===== src/rrq_pkg.sv =====
// rrq_pkg: shared types and fixed field widths of the round robin agent queue
// used by rrq_ctrl, rrq_dp and round_robin_agent_queue_unit
package rrq_pkg;

  localparam int REQ_TYPE_W  = 1;
  localparam int AGENT_W     = 8;
  localparam int TOOL_W      = 8;
  localparam int WORK_W      = 16;
  localparam int STATUS_W    = 2;
  localparam int QLEN_W      = 5;
  localparam int PEND_OUT_W  = 8;
  localparam int ACTIVE_W    = 4;
  localparam int ENTRY_W     = TOOL_W + WORK_W;

  localparam logic REQ_ENQUEUE = 1'b0;
  localparam logic REQ_PICK    = 1'b1;

  typedef enum logic [STATUS_W-1:0] {
    ST_OK         = 2'd0,
    ST_FIFO_FULL  = 2'd1,
    ST_TABLE_FULL = 2'd2,
    ST_EMPTY      = 2'd3
  } status_t;

  typedef enum logic [1:0] {
    S_IDLE,
    S_LOOK,
    S_EXEC,
    S_DONE
  } state_t;

  // commands from the controller to the datapath
  typedef struct packed {
    logic cap;
    logic look;
    logic exec;
    logic load;
  } cmd_t;

endpackage


===== src/rrq_ctrl.sv =====
// rrq_ctrl: sequencing state machine and output valid register
// depends on rrq_pkg
module rrq_ctrl import rrq_pkg::*; (
  input  logic clk,
  input  logic rst_n,
  input  logic in_valid,
  output logic in_stall,
  input  logic out_stall,
  output logic out_valid,
  output cmd_t cmd
);

  state_t state_r, state_nxt;
  logic   out_valid_r, out_valid_nxt;

  always_ff @(posedge clk) begin
    if (!rst_n) begin
      state_r     <= S_IDLE;
      out_valid_r <= 1'b0;
    end else begin
      state_r     <= state_nxt;
      out_valid_r <= out_valid_nxt;
    end
  end

  always_comb begin
    state_nxt = state_r;
    cmd       = '0;
    case (state_r)
      S_IDLE: begin
        if (in_valid) begin
          cmd.cap   = 1'b1;
          state_nxt = S_LOOK;
        end
      end
      S_LOOK: begin
        cmd.look  = 1'b1;
        state_nxt = S_EXEC;
      end
      S_EXEC: begin
        cmd.exec  = 1'b1;
        state_nxt = S_DONE;
      end
      S_DONE: begin
        if (!out_valid_r || !out_stall) begin
          cmd.load  = 1'b1;
          state_nxt = S_IDLE;
        end
      end
      default: state_nxt = S_IDLE;
    endcase
    out_valid_nxt = cmd.load | (out_valid_r & out_stall);
  end

  assign in_stall  = (state_r != S_IDLE);
  assign out_valid = out_valid_r;

endmodule


===== src/rrq_dp.sv =====
// rrq_dp: order list, per-slot fifo pointers, request memory and result registers
// depends on rrq_pkg, driven by rrq_ctrl commands
module rrq_dp import rrq_pkg::*; #(
  parameter int MAX_AGENTS = 8,
  parameter int FIFO_DEPTH = 16
) (
  input  logic                  clk,
  input  logic                  rst_n,
  input  cmd_t                  cmd,
  input  logic [REQ_TYPE_W-1:0] in_req_type,
  input  logic [AGENT_W-1:0]    in_agent_id,
  input  logic [TOOL_W-1:0]     in_tool_id,
  input  logic [WORK_W-1:0]     in_work_handle,
  output logic [STATUS_W-1:0]   out_status,
  output logic [QLEN_W-1:0]     out_queue_length,
  output logic [AGENT_W-1:0]    out_agent_id,
  output logic [TOOL_W-1:0]     out_tool_id,
  output logic [WORK_W-1:0]     out_work_handle,
  output logic [PEND_OUT_W-1:0] out_pending_total,
  output logic [ACTIVE_W-1:0]   out_active_agents
);

  localparam int AW    = $clog2(MAX_AGENTS);
  localparam int CW    = $clog2(MAX_AGENTS + 1);
  localparam int PW    = (FIFO_DEPTH > 1) ? $clog2(FIFO_DEPTH) : 1;
  localparam int FW    = $clog2(FIFO_DEPTH + 1);
  localparam int DEPTH = MAX_AGENTS * FIFO_DEPTH;
  localparam int MW    = $clog2(DEPTH);
  localparam int TW    = $clog2(DEPTH + 1);

  // latched request
  logic [REQ_TYPE_W-1:0] req_r;
  logic [AGENT_W-1:0]    agent_r;
  logic [TOOL_W-1:0]     tool_r;
  logic [WORK_W-1:0]     work_r;

  // queue state
  logic [AGENT_W-1:0] order_agent_r [MAX_AGENTS];
  logic [AW-1:0]      order_slot_r  [MAX_AGENTS];
  logic [CW-1:0]      count_r;
  logic [AW-1:0]      rr_r;
  logic [PW-1:0]      head_r [MAX_AGENTS];
  logic [FW-1:0]      fill_r [MAX_AGENTS];
  logic [TW-1:0]      pending_r;
  logic [ENTRY_W-1:0] mem [DEPTH];
  logic [ENTRY_W-1:0] rd_data_r;

  // lookup results
  logic [MAX_AGENTS-1:0] match_r, match_nxt;
  logic [AW-1:0]         free_idx_r, free_idx_nxt;

  // result registers
  logic [STATUS_W-1:0]   res_status_r;
  logic [QLEN_W-1:0]     res_qlen_r;
  logic [AGENT_W-1:0]    res_agent_r;
  logic                  res_pick_ok_r;
  logic [PEND_OUT_W-1:0] res_pend_r;
  logic [ACTIVE_W-1:0]   res_active_r;
  logic [STATUS_W-1:0]   o_status_r;
  logic [QLEN_W-1:0]     o_qlen_r;
  logic [AGENT_W-1:0]    o_agent_r;
  logic [TOOL_W-1:0]     o_tool_r;
  logic [WORK_W-1:0]     o_work_r;
  logic [PEND_OUT_W-1:0] o_pend_r;
  logic [ACTIVE_W-1:0]   o_active_r;

  // execute-cycle logic
  logic               enq, hit, table_full, fifo_full, enq_ok, pick_ok, drained;
  logic [AW-1:0]      hit_slot, cur_slot;
  logic [FW-1:0]      cur_fill;
  logic [PW-1:0]      cur_head, eff_head, head_inc;
  logic [FW:0]        pos_sum;
  logic [PW-1:0]      pos;
  logic [MW-1:0]      base, wr_addr, rd_addr;
  logic [CW-1:0]      rr1, cnt_less, rr_wrap;
  logic [CW-1:0]      count_nxt;
  logic [AW-1:0]      rr_nxt;
  logic [TW-1:0]      pending_nxt;
  logic [STATUS_W-1:0] status_nxt;

  always_comb begin
    match_nxt    = '0;
    free_idx_nxt = '0;
    for (int i = 0; i < MAX_AGENTS; i++) begin
      match_nxt[i] = (CW'(i) < count_r) && (order_agent_r[i] == agent_r);
    end
    for (int i = MAX_AGENTS - 1; i >= 0; i--) begin
      if (fill_r[i] == '0) free_idx_nxt = AW'(i);
    end
  end

  always_comb begin
    hit_slot = '0;
    for (int i = 0; i < MAX_AGENTS; i++) begin
      if (match_r[i]) hit_slot = hit_slot | order_slot_r[i];
    end
    enq        = (req_r == REQ_ENQUEUE);
    hit        = |match_r;
    cur_slot   = enq ? (hit ? hit_slot : free_idx_r) : order_slot_r[rr_r];
    cur_fill   = fill_r[cur_slot];
    cur_head   = head_r[cur_slot];
    table_full = !hit && (count_r == CW'(MAX_AGENTS));
    fifo_full  = hit && (cur_fill == FW'(FIFO_DEPTH));
    enq_ok     = enq && !table_full && !fifo_full;
    pick_ok    = !enq && (count_r != '0);
    drained    = (cur_fill == FW'(1));

    // tail position, head plus fill wraps at most once
    eff_head = hit ? cur_head : '0;
    pos_sum  = (FW+1)'(eff_head) + (FW+1)'(cur_fill);
    pos      = (pos_sum >= (FW+1)'(FIFO_DEPTH)) ? PW'(pos_sum - (FW+1)'(FIFO_DEPTH))
                                                 : PW'(pos_sum);
    head_inc = (PW'(cur_head + PW'(1)) == PW'(FIFO_DEPTH) || FIFO_DEPTH == 1) ? '0
                                                 : PW'(cur_head + PW'(1));
    base     = MW'(cur_slot) * MW'(FIFO_DEPTH);
    wr_addr  = base + MW'(pos);
    rd_addr  = base + MW'(cur_head);

    // cursor after a pick, with a drained agent leaving the list
    rr1      = ((CW'(rr_r) + CW'(1)) == count_r) ? '0 : CW'(rr_r) + CW'(1);
    cnt_less = count_r - CW'(1);
    rr_wrap  = (cnt_less == '0) ? '0 : ((rr1 >= cnt_less) ? rr1 - cnt_less : rr1);

    count_nxt   = count_r;
    rr_nxt      = rr_r;
    pending_nxt = pending_r;
    status_nxt  = ST_OK;
    if (enq) begin
      if (table_full)     status_nxt = ST_TABLE_FULL;
      else if (fifo_full) status_nxt = ST_FIFO_FULL;
      if (enq_ok) begin
        pending_nxt = pending_r + TW'(1);
        if (!hit) count_nxt = count_r + CW'(1);
      end
    end else if (pick_ok) begin
      pending_nxt = pending_r - TW'(1);
      if (drained) begin
        count_nxt = cnt_less;
        rr_nxt    = AW'(rr_wrap);
      end else begin
        rr_nxt = AW'(rr1);
      end
    end else begin
      status_nxt = ST_EMPTY;
    end
  end

  // request capture and lookup
  always_ff @(posedge clk) begin
    if (cmd.cap) begin
      req_r   <= in_req_type;
      agent_r <= in_agent_id;
      tool_r  <= in_tool_id;
      work_r  <= in_work_handle;
    end
    if (cmd.look) begin
      match_r    <= match_nxt;
      free_idx_r <= free_idx_nxt;
    end
  end

  // control state
  always_ff @(posedge clk) begin
    if (!rst_n) begin
      count_r   <= '0;
      rr_r      <= '0;
      pending_r <= '0;
      for (int i = 0; i < MAX_AGENTS; i++) begin
        head_r[i] <= '0;
        fill_r[i] <= '0;
      end
    end else if (cmd.exec) begin
      count_r   <= count_nxt;
      rr_r      <= rr_nxt;
      pending_r <= pending_nxt;
      if (enq_ok) begin
        fill_r[cur_slot] <= cur_fill + FW'(1);
        if (!hit) head_r[cur_slot] <= '0;
      end else if (pick_ok) begin
        fill_r[cur_slot] <= cur_fill - FW'(1);
        head_r[cur_slot] <= head_inc;
      end
    end
  end

  // order list, append on a new agent, close the gap when one drains
  always_ff @(posedge clk) begin
    if (cmd.exec) begin
      if (enq_ok && !hit) begin
        order_agent_r[AW'(count_r)] <= agent_r;
        order_slot_r[AW'(count_r)]  <= cur_slot;
      end else if (pick_ok && drained) begin
        for (int i = 0; i < MAX_AGENTS - 1; i++) begin
          if (AW'(i) >= rr_r) begin
            order_agent_r[i] <= order_agent_r[i+1];
            order_slot_r[i]  <= order_slot_r[i+1];
          end
        end
      end
    end
  end

  // request memory
  always_ff @(posedge clk) begin
    if (cmd.exec) begin
      if (enq_ok) mem[wr_addr] <= {tool_r, work_r};
      rd_data_r <= mem[rd_addr];
    end
  end

  // results
  always_ff @(posedge clk) begin
    if (cmd.exec) begin
      res_status_r  <= status_nxt;
      res_qlen_r    <= enq_ok ? QLEN_W'(cur_fill + FW'(1)) : '0;
      res_agent_r   <= pick_ok ? order_agent_r[rr_r] : '0;
      res_pick_ok_r <= pick_ok;
      res_pend_r    <= PEND_OUT_W'(pending_nxt);
      res_active_r  <= ACTIVE_W'(count_nxt);
    end
    if (cmd.load) begin
      o_status_r <= res_status_r;
      o_qlen_r   <= res_qlen_r;
      o_agent_r  <= res_agent_r;
      o_tool_r   <= res_pick_ok_r ? rd_data_r[ENTRY_W-1:WORK_W] : '0;
      o_work_r   <= res_pick_ok_r ? rd_data_r[WORK_W-1:0] : '0;
      o_pend_r   <= res_pend_r;
      o_active_r <= res_active_r;
    end
  end

  assign out_status        = o_status_r;
  assign out_queue_length  = o_qlen_r;
  assign out_agent_id      = o_agent_r;
  assign out_tool_id       = o_tool_r;
  assign out_work_handle   = o_work_r;
  assign out_pending_total = o_pend_r;
  assign out_active_agents = o_active_r;

  a_match_unique: assert property (@(posedge clk) disable iff (!rst_n)
    cmd.exec |-> $onehot0(match_r)) else $error("agent found at two list places");
  a_count_bound: assert property (@(posedge clk) disable iff (!rst_n)
    count_r <= CW'(MAX_AGENTS)) else $error("order list overflow");
  a_cursor_empty: assert property (@(posedge clk) disable iff (!rst_n)
    (count_r == '0) |-> (rr_r == '0 && pending_r == '0)) else $error("stale cursor");
  a_cursor_range: assert property (@(posedge clk) disable iff (!rst_n)
    (count_r != '0) |-> (CW'(rr_r) < count_r)) else $error("cursor past list end");

endmodule


===== src/round_robin_agent_queue_unit.sv =====
// round_robin_agent_queue_unit: top level of the round robin agent queue
// depends on rrq_pkg, rrq_ctrl and rrq_dp
//
// per-agent request fifos served round robin in agent arrival order. each input
// transfer is an enqueue (agent, tool, work tag) or a pick, and gives exactly one
// result transfer with a status, the new fifo length or the picked request, and
// the pending and active-agent counts. each item passes from input transfer to
// result ready through capture, parallel agent match and free-slot search,
// state update with the request memory access, then the output register load.
// one item is in work at a time; in_stall is low again once the result sits in
// the output register, so the next item enters while the result waits.
// the request memory holds MAX_AGENTS * FIFO_DEPTH entries and needs no clearing
module round_robin_agent_queue_unit import rrq_pkg::*; #(
  parameter int MAX_AGENTS = 8,
  parameter int FIFO_DEPTH = 16
) (
  input  logic                  clk,
  input  logic                  rst_n,
  // input channel
  input  logic                  in_valid,
  output logic                  in_stall,
  input  logic [REQ_TYPE_W-1:0] in_req_type,
  input  logic [AGENT_W-1:0]    in_agent_id,
  input  logic [TOOL_W-1:0]     in_tool_id,
  input  logic [WORK_W-1:0]     in_work_handle,
  // result channel
  output logic                  out_valid,
  input  logic                  out_stall,
  output logic [STATUS_W-1:0]   out_status,
  output logic [QLEN_W-1:0]     out_queue_length,
  output logic [AGENT_W-1:0]    out_agent_id,
  output logic [TOOL_W-1:0]     out_tool_id,
  output logic [WORK_W-1:0]     out_work_handle,
  output logic [PEND_OUT_W-1:0] out_pending_total,
  output logic [ACTIVE_W-1:0]   out_active_agents
);

  cmd_t cmd;

  // sequencer: one step per cycle, waits in the last step on a held result
  rrq_ctrl u_ctrl (
    .clk       (clk),
    .rst_n     (rst_n),
    .in_valid  (in_valid),
    .in_stall  (in_stall),
    .out_stall (out_stall),
    .out_valid (out_valid),
    .cmd       (cmd)
  );

  // queue state, request memory and result registers
  rrq_dp #(
    .MAX_AGENTS (MAX_AGENTS),
    .FIFO_DEPTH (FIFO_DEPTH)
  ) u_dp (
    .clk               (clk),
    .rst_n             (rst_n),
    .cmd               (cmd),
    .in_req_type       (in_req_type),
    .in_agent_id       (in_agent_id),
    .in_tool_id        (in_tool_id),
    .in_work_handle    (in_work_handle),
    .out_status        (out_status),
    .out_queue_length  (out_queue_length),
    .out_agent_id      (out_agent_id),
    .out_tool_id       (out_tool_id),
    .out_work_handle   (out_work_handle),
    .out_pending_total (out_pending_total),
    .out_active_agents (out_active_agents)
  );

endmodule

===== config.mk =====
export PLATFORM = sky130hd
export DESIGN_NAME = round_robin_agent_queue_unit
export DESIGN_NICKNAME = d
export VERILOG_FILES = /design/src/rrq_pkg.sv /design/src/rrq_ctrl.sv /design/src/rrq_dp.sv /design/src/round_robin_agent_queue_unit.sv
export SDC_FILE = /design/constraint.sdc
export NUM_CORES = 2
export LEC_CHECK = 0
export BUFFER_PORTS_ARGS = -buffer_cell sky130_fd_sc_hd__buf_4
export CORE_ASPECT_RATIO = 1.4
export CORE_MARGIN = 8
export CORE_UTILIZATION = 50
export CTS_BUF_LIST = sky130_fd_sc_hd__clkbuf_8
export CTS_CLUSTER_DIAMETER = 100
export DETAILED_ROUTE_END_ITERATION = 7
export PLACE_DENSITY_LB_ADDON = 0.3
export SLEW_MARGIN = 0
export SYNTH_ARGS = -nofsm -noshare
export SYNTH_HDL_FRONTEND = slang
export SYNTH_HIERARCHICAL = 1
export SYNTH_SLANG_ARGS = --single-unit

===== constraint.sdc =====
create_clock -name clk -period 8.8 [get_ports clk]
set_input_delay 0.44 -clock clk [delete_from_list [all_inputs] [get_ports clk]]
set_output_delay 0.44 -clock clk [all_outputs]
set_load 0.01 [all_outputs]

# Yosys cells after proc, flatten, opt, wreduce, memory -nomap -nowiden
# Memories as Yosys holds them, arrays and structs flattened. A register that Yosys moved wholly into a read port is not among the register bits.
# Index checks and enable logic that the tools add are counted.
# classes
add_sub_neg	13
n_lt_le_gt_ge	17
eq_ne	17
mux	115
n_bitwise	12
n_reduce_logical	44
# op_table
op	count
3-bit two-way mux	24
1-bit two-way mux	66
8-bit equality test	8
4-bit two-way mux	11
5-bit logical NOT	8
8-bit two-way mux	4
3-bit bitwise OR	7
3-bit by 4-bit less-than comparator with 1-bit output, first input constant	4
8-bit OR reduction	2
1-bit logical AND	15
7-bit by 4-bit adder with 7-bit output	2
2-bit two-way mux	7
5-bit two-way mux	2
3-bit >= comparator, first input constant	3
4-bit by 1-bit adder with 4-bit output, second input constant	2
8-bit by 1-bit adder with 8-bit output, second input constant	1
4-bit logical NOT	2
1-bit by 4-bit less-than comparator with 1-bit output, first input constant	2
2-bit by 4-bit less-than comparator with 1-bit output, first input constant	2
2-bit case mux with 4 select lines	1
4-bit OR reduction	2
4-bit by 1-bit subtractor with 4-bit output, second input constant	2
8-bit by 1-bit subtractor with 8-bit output, second input constant	1
4-bit by 5-bit adder with 6-bit output	1
other kinds (29)	39
# totals
register_bits	133
mem_bits_rw	3232
inputBits	37
output_inout_bits	53
elab_cells	248
memories	5
# mem_list
memory	depth	width	read_ports	rd_clocked_by_memory_dff	write_ports	line	rtl
u_dp.mem	128	24	1	1	1	rrq_dp.sv:45	logic [ENTRY_W-1:0] mem [DEPTH];
u_dp.order_agent_r	8	8	9	1	7	rrq_dp.sv:38	logic [AGENT_W-1:0] order_agent_r [MAX_AGENTS];
u_dp.fill_r	8	5	9	0	8	rrq_dp.sv:43	logic [FW-1:0] fill_r [MAX_AGENTS];
u_dp.head_r	8	4	1	0	8	rrq_dp.sv:42	logic [PW-1:0] head_r [MAX_AGENTS];
u_dp.order_slot_r	8	3	9	1	7	rrq_dp.sv:39	logic [AW-1:0] order_slot_r [MAX_AGENTS];

# Logic depth before layout (Yosys ltp)
# An unclocked memory read counts as a cell.
# logic_depth
depth_word	30
ltp_mapped	20
mapped_depth_nobuf	16

# Modules after synthesis
# The synthesis kept the hierarchy.
# modules_own_cells
mod	instances	cells_per_inst	area_per_inst_um2	seq_area_each_um2
rrq_dp	1	10258	136400.8	101827.7
rrq_ctrl	1	23	209.0	60.1

# Worst setup path before layout
# No wires, ideal clock.
# synth_timing
kind	flip-flop to flip-flop
from	register u_dp.match_r[4]
to	memory u_dp/mem[109][0] in the netlist's numbering (enable)
setup_time_ns	0.405
arrival_time_ns	5.802
required_ns	8.395
setup_slack_ns	2.593
stages_incl_launch_ff	21
path_buffers	6
period_less_slack_ns	6.207
cell_sequence	edfxtp_1 > nor4_2 > and2_0 > buf_2 > a211o_1 > nand2_2 > buf_2 > o311a_1 > o211ai_2 > buf_2 > buf_1 > clkbuf_1 > clkbuf_1 > nor2_1 > ha_1 > a21o_1 > a21oi_1 > xnor2_1 > xor2_1 > nand2_1 > nor2_1
# synth_between
elab_chain_cells	17
elab_cells_between_ends	29
classes_between	3 x add/sub; 1 x order compare; 1 x eq/ne; 11 x mux; 3 x bitwise; 8 x reduce/logical; 2 x memory
# synth_rtl
item	line	rtl
from (decl)	rrq_dp.sv:49	logic [MAX_AGENTS-1:0] match_r, match_nxt;
from (signal assigned)	rrq_dp.sv:157	match_r <= match_nxt;
branches (longest 17 deep; another with 4-bit by 5-bit adder with 6-bit output)	--	
to (decl)	rrq_dp.sv:45	
# Several ways; the timed one is not identified.

# Final worst setup path
# layout_timing
from	register u_dp.match_r[7]
to	register u_dp.rd_data_r[5] (read register of u_dp.mem) (data pin)
# layout_between
elab_chain_cells	5
elab_cells_between_ends	6
classes_between	1 x add/sub; 3 x mux; 1 x reduce/logical; 1 x memory
# layout_rtl
item	line	rtl
8-bit OR reduction / 3-bit two-way mux (equally long branches)	rrq_dp.sv:98, rrq_dp.sv:95	
3-bit two-way mux * (2 in a row)	rrq_dp.sv:99	cur_slot = enq ? (hit ? hit_slot : free_idx_r) : order_slot_r[rr_r];
memory read 8 x 4 bit	--	
7-bit by 4-bit adder with 7-bit output *	rrq_dp.sv:117	rd_addr = base + MW'(cur_head);
to (decl)	rrq_dp.sv:46	logic [ENTRY_W-1:0] rd_data_r;
# Every way passes the cells marked *; elsewhere a longest branch is shown, timed or not.
# A chain may end at the register's enable or synchronous reset.

==> flow_summary.ini <==
[layout]
final_cell_mix = edfxtp_1 (3379), nand2_1 (2701), nand3_1 (1716)
final_common_cell = edfxtp_1
syn_to_final_growth_pct = 11.0
drive_gt1_frac = 0.119
seq_area_sq_um = 102000
nNetsFinal = 10700
multi_input_area_sq_um = 32700
fillerInstances = 21600
instances_no_fill = 14600

[detailed_routing]
wire_per_inst_microns = 30.4
met2_length_mm = 204
vias = 90800
wirelength_mm = 443
drcViolationCount = 0
drt-pass1-iter-count = 8
dr.first_iter.drc_count = 12700
met1_length_mm = 151
highest_layer = met5
wl_met3_mm = 50.6
final_antenna_net_count = 0
vias_per_cell = 6.24

[die]
die_y_microns = 634
die_w_microns = 458
start_util = 0.502
fp-row-count = 227
io_pins = 90
dieArea_sq_um = 290000
core_area_sq_um = 272000

[critical_path]
cp-endpoint = u_dp/rd_data_r[5]
ff2ff_setup_slack_ns = 0.57
r2r_start = u_dp/match_r[7]
cp_data_required_time_ns = 9.52
critPathMaxStageDelay_ns = 1.35
critPathSlowestCell = nor4_1
r2r-end = u_dp/rd_data_r[5]
endpoint_kind = flip-flop
startpoint = u_dp/match_r[7]
critPathMaxFanout = 114
cp_common_cell = nand3_1
worst_setup_path_start_kind = flip-flop
critPathKind = flip-flop to flip-flop
cp_num_buf_inv = 3
crit_chain = nor4_2 > and2_0 > a211oi_1 > nor2_2 > mux2i_1 > a221oi_4 > nor2_4 > inv_8 > buf_12 > buf_4 > nand3_1 > nand3_1 > o2111ai_1 > nor4_1 > nand3_1
critical_path_arrival_ns = 8.95
crit_family = simple AND/OR/NAND/NOR gates
cp.depth = 15
reg2regPathDepth = 15

[power]
total_power_mw = 38.6
pwr_density_cell_nw_per_um2 = 255
ir_drop_uv = 168
p_leak_nw = 52.1

[synthesis]
synthArstFlopShare = 0
synth_edf_count = 3379
synth.avg_cell_area_sq_um = 13.3
synth_fp_nets = 10300
syn_area_sq_um = 137000
synth_top_flop_cell = edfxtp_1
synth_cell_types = 101
yosysSeqAreaShare = 0.746
synth-seq-cells = 3400
yosys_warnings = 6
syn_inst = 10300

[placed_design]
port_buffers = 89
place_inst = 13600
place_hpwl_mm = 278
globalplace.congestion = 0.962
dpl_worst_slack_ns = 0.974

[global_route]
grt_overflow_total = 0
grt_pass1_vias = 85900
grt_usage = 0.295
antenna_found_initial = 36
grt_pass1_wl_mm = 624
grt_max_degree = 186

[clocking]
cts_root_buffer = clkbuf_8
clock-sinks = 3400
clkTransAtPathRegs_ns = 0.06
cts.repair.resized = 0
numCtsBuffers = 476
cts_tree = built
cts-htree-levels = 5
clk_latency_ns = 1.06
postCtsSetupRepairBufs = 0
cts.path.max_buffers = 4

[sta]
fmax_mhz = 122
final.min_clock_period_ns = 8.23
finalMaxSlewViolations = 1
relSlewSlack = -0.00518
finalSetupTns_ns = 0
fin_crit_sh = 0.935
finalHoldViolCount = 0
whs_ns = 0.121
setup_violations = 0
worst_pin_slew_ns = 1.49
skew_ns = 0.103
worst_slack_ns = 0.570
grt_setup_unrepaired = no

[run_status]
outcome = complete, but fails checks
violations = max-capacitance violations, max-slew violations

[flow_run]
cap_violations = 1

[hold_path]
hp-class = input pin to flip-flop
Yosys cell counts (12+ instances only):
cell	count	area [sq um]
edfxtp_1	3379	101000
nand2_1	2701	10100
nand3_1	1716	8590
clkbuf_1	392	1470
nor2_1	334	1250
mux2i_1	325	3250
nand4_1	264	1650
buf_2	141	706
a21oi_1	115	576
and3_1	78	488
buf_1	78	293
mux2_2	73	822
o21ai_0	71	355
xnor2_1	64	561
nor4_1	39	244
a211oi_1	37	278
xor2_1	37	324
nor3_1	34	170
and2_1	31	194
a32oi_1	25	219
ha_1	25	313
inv_1	22	82.6
dfxtp_1	21	420
o2111ai_1	19	166
a31oi_1	17	106
mux4_2	17	383
a2111oi_0	15	131
o22ai_1	14	87.6
a311oi_1	12	105
mux2_1	12	135
per-layer routing:
metal,up-vias,track usage
li1,38500,-
met1,45000,0.361
met2,5903,0.467
met3,1292,0.0725
met4,30,0.197
met5,-,0
kinds of logic (layout without fill, tap and decap cells):
logic type | Yosys count | in the layout | synth area share
fa+ha+maj | 27 | 27 | 0.00258
simple gates | 5253 | 5253 | 0.170
compound gates | 424 | 424 | 0.0217
flops | 3400 | 3400 | 0.746
other cells | 0 | 20 | 0
xor+xnor | 101 | 101 | 0.00648
mux | 436 | 436 | 0.0346
buf+inv | 640 | 1344 | 0.0191
registers in the layout, summed over array words and instances, names as in the netlist, 5 cells and up, named ones only:
name and count:
u_dp/head_r 32, u_dp/res_pend_r 8, u_dp/fill_r 40, u_dp/order_agent_r 64, u_dp/res_qlen_r 5, u_dp/match_r 8
u_dp/work_r 16, u_dp/pending_r 8, u_dp/res_agent_r 8, u_dp/mem 3072, u_dp/out_agent_id 8, u_dp/order_slot_r 24
u_dp/agent_r 8, u_dp/tool_r 8, u_dp/out_work_handle 16, u_dp/out_queue_length 5, u_dp/rd_data_r 24, u_dp/out_tool_id 8
u_dp/out_pending_total 8
layout make-up:
class,count,share of cell area
Sequential cell,3400,0.672
Antenna cell,20,0.000330
Timing Repair Buffer,472,0.0265
Clock inverter,360,0.0114
Tap cell,3549,0.0293
Inverter,25,0.000775
Clock buffer,487,0.0442
Multi-Input combinational cell,6241,0.216
metrics by stage:
step            util  instance area (sq um)
2_1_floorplan      -                 137000
3_3_place_gp   0.524                 143000
3_5_place_dp   0.524                 143000
4_1_cts        0.557                 152000
5_1_grt        0.557                 152000
6_report       0.557                 152000
how the worst min path moves through the flow:
stage	end	cells past startpoint	start	slack, ns
after floorplan	u_dp/out_active_agents[0]	0	u_dp/res_active_r[0]	0.40
after global placement	u_dp/out_status[1]	0	u_dp/res_status_r[1]	0.40
after detailed placement	u_dp/out_active_agents[3]	0	u_dp/res_active_r[3]	0.40
after CTS	u_dp/work_r[15]	2	in_work_handle[15]	0.002
after global routing	u_dp/tool_r[2]	2	in_tool_id[2]	0.09
final	u_dp/work_r[0]	2	in_work_handle[0]	0.12
worst register-to-register path, cell delays in order, from the launching register on:
cell,delay [ns]
edfxtp_1,0.45
nor4_2,0.44
and2_0,0.62
a211oi_1,0.27
nor2_2,0.73
mux2i_1,0.31
a221oi_4,0.96
nor2_4,0.24
inv_8,0.68
buf_12,0.47
buf_4,0.32
nand3_1,0.10
nand3_1,0.31
o2111ai_1,0.52
nor4_1,1.35
nand3_1,0.16
power by group:
group | internal [mW] | switching, mW
sequential | 18.6 | 0.152
combinational | 2.07 | 6.53
clock | 5.35 | 5.91
what timing repair did:
action / in CTS / in global routing
hold buffers: 39 / 0
setup endpoints to repair: 0 / 0
hold endpoints to repair: 45 / 0
No activity file was read; power rests on OpenSTA's default activity.
